===== src/hdl/fst_pkg.sv =====
// ----------------------------------------------------------------------------
// fst_pkg
// Shared types, codes and packing constants for the feed sequence tracker.
// ----------------------------------------------------------------------------
package fst_pkg;

   localparam int FST_ENTRY_SLOTS_DEF = 1024;

   localparam int SLOT_W   = 10;
   localparam int PROD_W   = 16;
   localparam int WORD_W   = 64;
   localparam int STATUS_W = 5;
   localparam int MAXE_W   = 11;

   localparam logic [MAXE_W-1:0] MAX_ENTRIES_RST = 11'd1024;

   // request tdata layout, lowest bit first
   localparam int REQ_SLOT_LO  = 0;
   localparam int REQ_PROD_LO  = REQ_SLOT_LO + SLOT_W;
   localparam int REQ_OK_BIT   = REQ_PROD_LO + PROD_W;
   localparam int REQ_EPOCH_LO = REQ_OK_BIT + 1;
   localparam int REQ_SEQ_LO   = REQ_EPOCH_LO + WORD_W;
   localparam int REQ_TIME_LO  = REQ_SEQ_LO + WORD_W;
   localparam int REQ_CAP_LO   = REQ_TIME_LO + WORD_W;
   localparam int REQ_FRESH_LO = REQ_CAP_LO + WORD_W;
   localparam int REQ_BID_LO   = REQ_FRESH_LO + WORD_W;
   localparam int REQ_ASK_LO   = REQ_BID_LO + WORD_W;
   localparam int REQ_DIG_LO   = REQ_ASK_LO + WORD_W;
   localparam int REQ_USED_W   = REQ_DIG_LO + WORD_W;
   localparam int REQ_DATA_W   = ((REQ_USED_W + 7) / 8) * 8;

   // response tdata layout, lowest bit first
   localparam int RSP_STATUS_LO = 0;
   localparam int RSP_ACC_BIT   = RSP_STATUS_LO + STATUS_W;
   localparam int RSP_DUP_BIT   = RSP_ACC_BIT + 1;
   localparam int RSP_GAP_BIT   = RSP_DUP_BIT + 1;
   localparam int RSP_GEN_LO    = RSP_GAP_BIT + 1;
   localparam int RSP_DIG_LO    = RSP_GEN_LO + WORD_W;
   localparam int RSP_USED_W    = RSP_DIG_LO + WORD_W;
   localparam int RSP_DATA_W    = ((RSP_USED_W + 7) / 8) * 8;

   localparam logic CMD_APPLY = 1'b0;
   localparam logic CMD_QUERY = 1'b1;

   typedef logic [STATUS_W-1:0] rsp_status_type;

   localparam rsp_status_type RS_ACCEPTED      = 5'd0;
   localparam rsp_status_type RS_GAP_RECORDED  = 5'd1;
   localparam rsp_status_type RS_DUPLICATE     = 5'd2;
   localparam rsp_status_type RS_FIELDS_BAD    = 5'd3;
   localparam rsp_status_type RS_ORDERING_BAD  = 5'd4;
   localparam rsp_status_type RS_TIME_BAD      = 5'd5;
   localparam rsp_status_type RS_QUOTE_BAD     = 5'd6;
   localparam rsp_status_type RS_CAPACITY      = 5'd7;
   localparam rsp_status_type RS_EPOCH_STALE   = 5'd8;
   localparam rsp_status_type RS_WRITER_CONFL  = 5'd9;
   localparam rsp_status_type RS_SEQ_STALE     = 5'd10;
   localparam rsp_status_type RS_SEQ_CONFL     = 5'd11;
   localparam rsp_status_type RS_EPOCH_START   = 5'd12;
   localparam rsp_status_type RS_GEN_EXHAUSTED = 5'd13;
   localparam rsp_status_type RS_READY         = 5'd14;
   localparam rsp_status_type RS_MISSING       = 5'd15;
   localparam rsp_status_type RS_GAP           = 5'd16;
   localparam rsp_status_type RS_CLOCK_REGR    = 5'd17;
   localparam rsp_status_type RS_STALE         = 5'd18;

   typedef enum logic [1:0] {
      S_CLEAR,
      S_IDLE,
      S_EVAL
   } fsm_state_type;

   // one table entry as held in the entry memory
   typedef struct packed {
      logic              present;
      logic [WORD_W-1:0] epoch;
      logic [WORD_W-1:0] seq;
      logic [PROD_W-1:0] producer;
      logic [WORD_W-1:0] generation;
      logic              gap;
      logic [WORD_W-1:0] digest;
      logic [WORD_W-1:0] captured;
      logic [WORD_W-1:0] fresh;
   } entry_type;

   localparam int ENTRY_W = $bits(entry_type);

   // request as held while its entry is read back
   typedef struct packed {
      logic              command;
      logic              slot_ok;
      rsp_status_type    pre_code;
      logic [PROD_W-1:0] producer;
      logic [WORD_W-1:0] epoch;
      logic [WORD_W-1:0] seq;
      logic [WORD_W-1:0] seq_m1;
      logic              seq_one;
      logic [WORD_W-1:0] time_ms;
      logic [WORD_W-1:0] captured;
      logic [WORD_W-1:0] fresh;
      logic [WORD_W-1:0] digest;
   } item_type;

   typedef struct packed {
      logic capture;
      logic commit;
      logic clear_step;
   } ctl_cmd_type;

   typedef struct packed {
      logic clear_last;
      logic rsp_full;
   } dp_status_type;

endpackage


===== src/hdl/fst_ctrl.sv =====
// ----------------------------------------------------------------------------
// fst_ctrl
// Sequencer: clearing pass after reset, then capture / evaluate per request.
// ----------------------------------------------------------------------------
module fst_ctrl
   import fst_pkg::*;
(
   input  logic          clock,
   input  logic          reset,
   input  logic          req_tvalid,
   output logic          req_tready,
   input  dp_status_type sts,
   output ctl_cmd_type   cmd
);

   fsm_state_type state_ff;
   fsm_state_type state_in;

   always_ff @(posedge clock) begin
      if (reset) begin
         state_ff <= S_CLEAR;
      end else begin
         state_ff <= state_in;
      end
   end

   always_comb begin
      state_in       = state_ff;
      cmd            = '0;
      req_tready     = 1'b0;
      case (state_ff)
         S_CLEAR: begin
            cmd.clear_step = 1'b1;
            if (sts.clear_last) begin
               state_in = S_IDLE;
            end
         end
         S_IDLE: begin
            req_tready = 1'b1;
            if (req_tvalid) begin
               cmd.capture = 1'b1;
               state_in    = S_EVAL;
            end
         end
         S_EVAL: begin
            // hold the read data until the output register is free
            if (!sts.rsp_full) begin
               cmd.commit = 1'b1;
               state_in   = S_IDLE;
            end
         end
         default: begin
            state_in = S_CLEAR;
         end
      endcase
   end

endmodule


===== config.mk =====
export PLATFORM = sky130hd
export DESIGN_NAME = fst_ctrl
export DESIGN_NICKNAME = d
export VERILOG_FILES = /design/src/hdl/fst_pkg.sv /design/src/hdl/fst_ctrl.sv
export SDC_FILE = /design/constraint.sdc
export NUM_CORES = 1
export LEC_CHECK = 0
export BUFFER_PORTS_ARGS = -buffer_cell sky130_fd_sc_hd__buf_2
export CORE_AREA = 2 2 39 41
export DETAILED_ROUTE_END_ITERATION = 10
export DIE_AREA = 0 0 41 43
export GPL_TIMING_DRIVEN = 0
export MAX_ROUTING_LAYER = met4
export PLACE_DENSITY = 0.3
export SYNTH_ARGS = -nofsm -noshare
export SYNTH_HDL_FRONTEND = slang
export SYNTH_SLANG_ARGS = --single-unit

===== constraint.sdc =====
create_clock -name clock -period 2.2 [get_ports clock]
set_clock_uncertainty 0.1 [all_clocks]
set_input_delay 0.22 -clock clock [delete_from_list [all_inputs] [get_ports clock]]
set_output_delay 0.22 -clock clock [all_outputs]
set_load 0.005 [all_outputs]

==> impl_metrics.toml, run 1 <==
[status]
outcome = "finished clean"

[logic_synthesis]
ys_seq_elements = 2
synth_top_area_cell = "dfxtp_1"
synth.area.top_cells = "dfxtp_1 36%, nand2b_1 11%, nor2_1 10%"
netlist_area_um2 = 113
synthCells = 13
synth_nets = 18
synth-seq-area-share = 0.356
synth_cell_types = 9
netlist.area_leader.share = 0.356
synth_warnings = 0
avgSynthCellArea_um2 = 8.66

[setup_path]
cp.required_ns = 1.88
max_stage_delay_ns = 0.41
path_delay_family = "flip-flops"
worst_path_max_delay_cell = "dfxtp_1"
crit_path_cell_trace = "and3b_1 -> buf_2"
path_buf_inv = 1
critPathCaptureType = "output port"
cp.arrival_ns = 0.98
critPathLaunchType = "flip-flop"
critPathMaxFanout = 7
path_class = "reg -> out"

[clock_network]
cts_root_buf = "clkbuf_4"
ctsHoldBuffers = 0
cts_buffers = 3
cts_setup_buffers = 0
ctsLongestPathBuffers = 2
htreeDepth = 1
path_clk_slew_ns = 0.03
cts_sinks = 2
cts_resized = 0
cts_tree = "built"
clk-insertion-delay-late_ns = 0.22

[cells_and_area]
largest_register = "state_ff"
final_cells = 40
reg_top3 = "state_ff (2)"
antenna_cells = 0
largest_reg_flops = 2
layout_commonest_cell = "buf_2"
nNetsFinal = 31
layout_common_cells = "8 x buf_2, 3 x nor2_1, 3 x clkbuf_4, 2 x nand2b_1, 2 x dfxtp_1"
area_growth_pct = 73.3
drive_gt1_frac = 0.500

[global_routing]
overflow = 0
grt_pass1_vias = 164
busiest_layer = "met4"
track_usage = 0.0513
grt_use_met1 = 0.0573
grt_max_degree = 8
met2_usage = 0.0531
antenna_found_initial = 0
grt_pass1_wl_um = 538
grtUsageMet3 = 0.0157

[die]
fp.dieH_um = 43
chipWidth_um = 41
start_util = 0.0814
dieArea_um2 = 1760
core_region_area_um2 = 1380
placement_rows = 14
ios = 9

[sta]
layout_min_cycle_time_ns = 1.30
layout_worst_path_cycle_share = 0.590
hold_viol = 0
finalMaxSlewViolations = 0
maxSlewHeadroom = 0.855
fmax_ghz = 0.771
setup-tns-final_ns = 0
worst_slew_pin_slew_ns = 0.215
rsz0062_at_grt = "no"
setup_viol = 0

[power]
switching_share = 0.229
p_leak_nw = 0.107
seq_power_share = 0.299
ir_worst_vdd_mv = 0.190
intPower_w = 0.000112
power_density_nw_per_um2 = 743
clkPwrFrac = 0.558
netSwitchingPower_w = 0.0000331
pwr-share-comb = 0.143

[place]
place.port_buffers = 8
dp_cells = 37
gp_congestion = 0.590
dp_hpwl_um = 244

[drt]
viasPerCell = 3.18
wl_per_cell_um = 8.20
drc = 0
dr.pass1.iters = 4
vias = 127
wl_um = 328
ant_nets = 0
drt-initial-drc-count = 3

[worst_hold_path]
min_path_type = "in -> reg"

[job]
maxCapViolations = 0
==> layout make-up <==
type,count,area [um2]
sequential,2,40.0
timing repair buffer,8,40.0
clock buffer,3,22.5
multi-input combinational,10,68.8
tap,16,20.0
fill,153,1190
inverter,1,3.75
==> synthesized netlist by cell type <==
cell type / number
nor2_1: 3
dfxtp_1: 2
nand2b_1: 2
a311oi_1: 1
and3b_1: 1
and3b_2: 1
inv_1: 1
o21a_1: 1
o21ba_1: 1
==> per-layer routing <==
layer	vias to the layer above	part of all wire
li1	67	-
met1	51	0.57
met2	9	0.35
met3	0	0.076
met4	0	0
met5	-	0
==> metrics by stage <==
stage / hold WS (ns) / util / cell area [um2] / power [W] / setup slack [ns]
5_1_grt: 0.0743 / 0.141 / 195 / 0.000152 / 0.865
2_1_floorplan: 0.192 / - / 113 / 0.0000532 / 1.24
3_3_place_gp: 0.300 / 0.125 / 173 / 0.0000641 / 1.16
6_report: 0.0716 / 0.141 / 195 / 0.000145 / 0.902
3_5_place_dp: 0.300 / 0.125 / 173 / 0.0000645 / 1.14
4_1_cts: 0.0614 / 0.141 / 195 / 0.000151 / 0.900
==> worst paths after layout <==
path / startpoint / endpoint / slack (ns) / cells after the start
min: reset / state_ff[0] / 0.07 / 2
max reg2reg: state_ff[1] / state_ff[1] / 1.19 / 2
max: state_ff[1] / cmd[2] / 0.90 / 2
min reg2reg: state_ff[0] / state_ff[0] / 0.46 / 2
==> cell families (layout without fill, tap and decap cells) <==
kind of cell	count (synthesis)	in the layout	share of synthesized area
simple gates	7	7	0.378
compound gates	3	3	0.233
flops	2	2	0.356
buf+inv	1	12	0.0333
==> power groups by stage <==
stage,Combinational (W),Sequential (W),Clock [W]
2_1_floorplan,0.0000105,0.0000427,0
3_3_place_gp,0.0000206,0.0000435,0
3_5_place_dp,0.0000207,0.0000438,0
4_1_cts,0.0000209,0.0000432,0.0000866
5_1_grt,0.0000229,0.0000440,0.0000849
6_report,0.0000208,0.0000434,0.0000809
No activity file was read; power rests on OpenSTA's default activity.
==> run 2: changes to the inputs <==
--- a/config.mk
+++ b/config.mk
@@ -5,6 +5,7 @@
 export SDC_FILE = /design/constraint.sdc
 export NUM_CORES = 1
 export LEC_CHECK = 0
+export ABC_AREA = 1
 export BUFFER_PORTS_ARGS = -buffer_cell sky130_fd_sc_hd__buf_2
 export CORE_AREA = 2 2 39 41
 export DETAILED_ROUTE_END_ITERATION = 10
==> constraint.sdc (replaced) <==
create_clock -name clock -period 1.2 [get_ports clock]
set_clock_uncertainty 0.1 [all_clocks]
set_input_delay 0.12 -clock clock [delete_from_list [all_inputs] [get_ports clock]]
set_output_delay 0.12 -clock clock [all_outputs]
set_load 0.005 [all_outputs]
==> run 2 against run 1 <==
First-iteration DRC count down 100%. Via count rose by 13%. Flip-flop and latch count unchanged. Worst setup slack lost 0.81 ns. Register-to-register slack got worse by 0.82 ns. Sequential share of layout area grew 0.22 points. Utilization grew 0.72 points. Worst hold slack gained 0.022 ns. Die area is the same. Sequential power up 83%. Final area increased by 5.1%. Clock power is 78% higher. Largest cell class is now buffers.
==> impl_metrics.toml, run 2 <==
[place]
gp_congestion = 0.633
dp_hpwl_um = 253
placed_area_um2 = 170
dp_cells = 43
place.port_buffers = 8

[cells_and_area]
reg_top3 = "state_ff (2)"
largest_reg_flops = 2
nNetsFinal = 38
layout_commonest_cell = "buf_2"
fillerInstances = 169
stdcell_area_um2 = 205
final_cells = 47
layout_common_cells = "8 x buf_2, 6 x inv_1, 4 x nand2_1, 3 x clkbuf_4"
area_growth_pct = 86.4
largest_register = "state_ff"
fin_util = 0.148
drive_gt1_frac = 0.419
antenna_cells = 0

[logic_synthesis]
synth.area.top_cells = "dfxtp_1 36%, inv_1 20%, nand2_1 14%"
synth_top_area_cell = "dfxtp_1"
synth_cell_types = 8
synth_common_cells = "6 x inv_1, 4 x nand2_1, 2 x dfxtp_1, 2 x nand3_1, 2 x nor2_1"
synth-seq-area-share = 0.364
avgSynthCellArea_um2 = 5.80
async_reset_ff_frac = 0
yosysMostFrequentCell = "inv_1"
synth_ff_type = "dfxtp_1"
netlist.area_leader.share = 0.364
synthCells = 19
synth_edf_count = 0
netlist_area_um2 = 110
ys_seq_elements = 2
synth_warnings = 0
synth_nets = 24

[drt]
drc = 0
vias = 143
viasPerCell = 3.04
wl_um = 303
ant_nets = 0
dr.pass1.iters = 1
drt-initial-drc-count = 0
wl_per_cell_um = 6.45

[sta]
setup-tns-final_ns = 0
hold_viol = 0
fmax_ghz = 0.903
layout_worst_path_cycle_share = 0.923
layout_min_cycle_time_ns = 1.11
worst_slew_pin_slew_ns = 0.158
rsz0062_at_grt = "no"
maxSlewHeadroom = 0.894
setup_viol = 0
finalMaxSlewViolations = 0

[global_routing]
overflow = 0
grt_pass1_vias = 115
grt_pass1_wl_um = 407
track_usage = 0.0441
grt_max_degree = 7
antenna_found_initial = 0

[die]
chipWidth_um = 41
dieArea_um2 = 1760
placement_rows = 14
start_util = 0.0796
fp.dieH_um = 43
ios = 9
core_region_area_um2 = 1380

[clock_network]
cts_sinks = 2
cts_buffers = 3
path_clk_slew_ns = 0.03
cts_root_buf = "clkbuf_4"
ctsLongestPathBuffers = 2
cts_tree = "built"
clk-insertion-delay-late_ns = 0.22
htreeDepth = 1

[setup_path]
max_stage_delay_ns = 0.33
worst_path_max_delay_cell = "dfxtp_2"
critPathLaunchType = "flip-flop"
path_class = "reg -> out"
critPathCaptureType = "output port"
crit_path_cell_trace = "inv_1 -> nor3_1 -> buf_2"
cp.required_ns = 0.98
cp.arrival_ns = 0.89
path_delay_family = "flip-flops"
path_buf_inv = 2
critPathMaxFanout = 4

[worst_hold_path]
min_path_type = "in -> reg"

[power]
ir_worst_vdd_mv = 0.291
power_density_nw_per_um2 = 1300
p_leak_nw = 0.123

[job]
maxCapViolations = 0

[status]
outcome = "finished clean"
## run 2: cell types whose count changed in the layout (fill, tap and decap cells not counted), moves of 2 or more
cell and delta:
dfxtp_2 +2, nand2_1 +4, nand2b_1 -2, dfxtp_1 -2, inv_1 +5, nand3_1 +2
## run 2: repair_timing
action	CTS	global route
hold buffers	1	0
resized for setup	0	2
hold endpoints to repair	1	0
buffers inserted	0	0
endpoints found under the setup margin	0	2
## run 2: worst paths after layout
path | start | endpoint | slack [ns] | cells after the start
worst min register to register | state_ff[1] | state_ff[1] | 0.42 | 2
worst min-delay path | req_tvalid | state_ff[0] | 0.09 | 4
worst max register to register | state_ff[0] | state_ff[0] | 0.37 | 4
worst max-delay path | state_ff[1] | cmd[1] | 0.09 | 3
## run 2: cell families after synthesis
kind of cell,count (synthesis),synth area share
simple gates,9,0.341
flops,2,0.364
buf+inv,6,0.205
compound gates,2,0.0908
## run 2: layout make-up
type                            instances  area [um2]  share of cell area
Clock buffer                            3        22.5               0.110
Sequential cell                         2        42.5               0.207
Tap cell                               16        20.0              0.0976
Multi-Input combinational cell         11        47.5               0.232
Timing Repair Buffer                    9        50.0               0.244
Inverter                                6        22.5               0.110
## run 2: metal layers
| metal | vias up | wire, um | global-route usage |
|---|---|---|---|
| li1 | 80 | - | - |
| met1 | 54 | 160 | 0.0447 |
| met2 | 9 | 95 | 0.0344 |
| met3 | 0 | 48 | 0.0471 |
| met4 | 0 | 0 | 0.0600 |
| met5 | - | 0 | - |
## run 2: per-stage QoR
step	setup WS (ns)	hold slack (ns)	total power (W)
global placement	0.283	0.198	0.000121
CTS	0.0342	0.0934	0.000276
detailed placement	0.275	0.201	0.000120
finish	0.0926	0.0938	0.000266
floorplan	0.361	0.0891	0.0000984
global route	0.00408	0.107	0.000291
## run 2: worst reg2reg max path: cells and delay by family (launching register included)
kind	cells	cell delay, ns
flip-flops	1	0.33
AND/OR/NAND/NOR	4	0.29
## run 2: report_power, final
group / total (W) / internal (W) / switching [W]
combinational: 0.0000424 / 0.0000220 / 0.0000203
sequential: 0.0000796 / 0.0000735 / 0.00000612
clock: 0.000144 / 0.000110 / 0.0000345
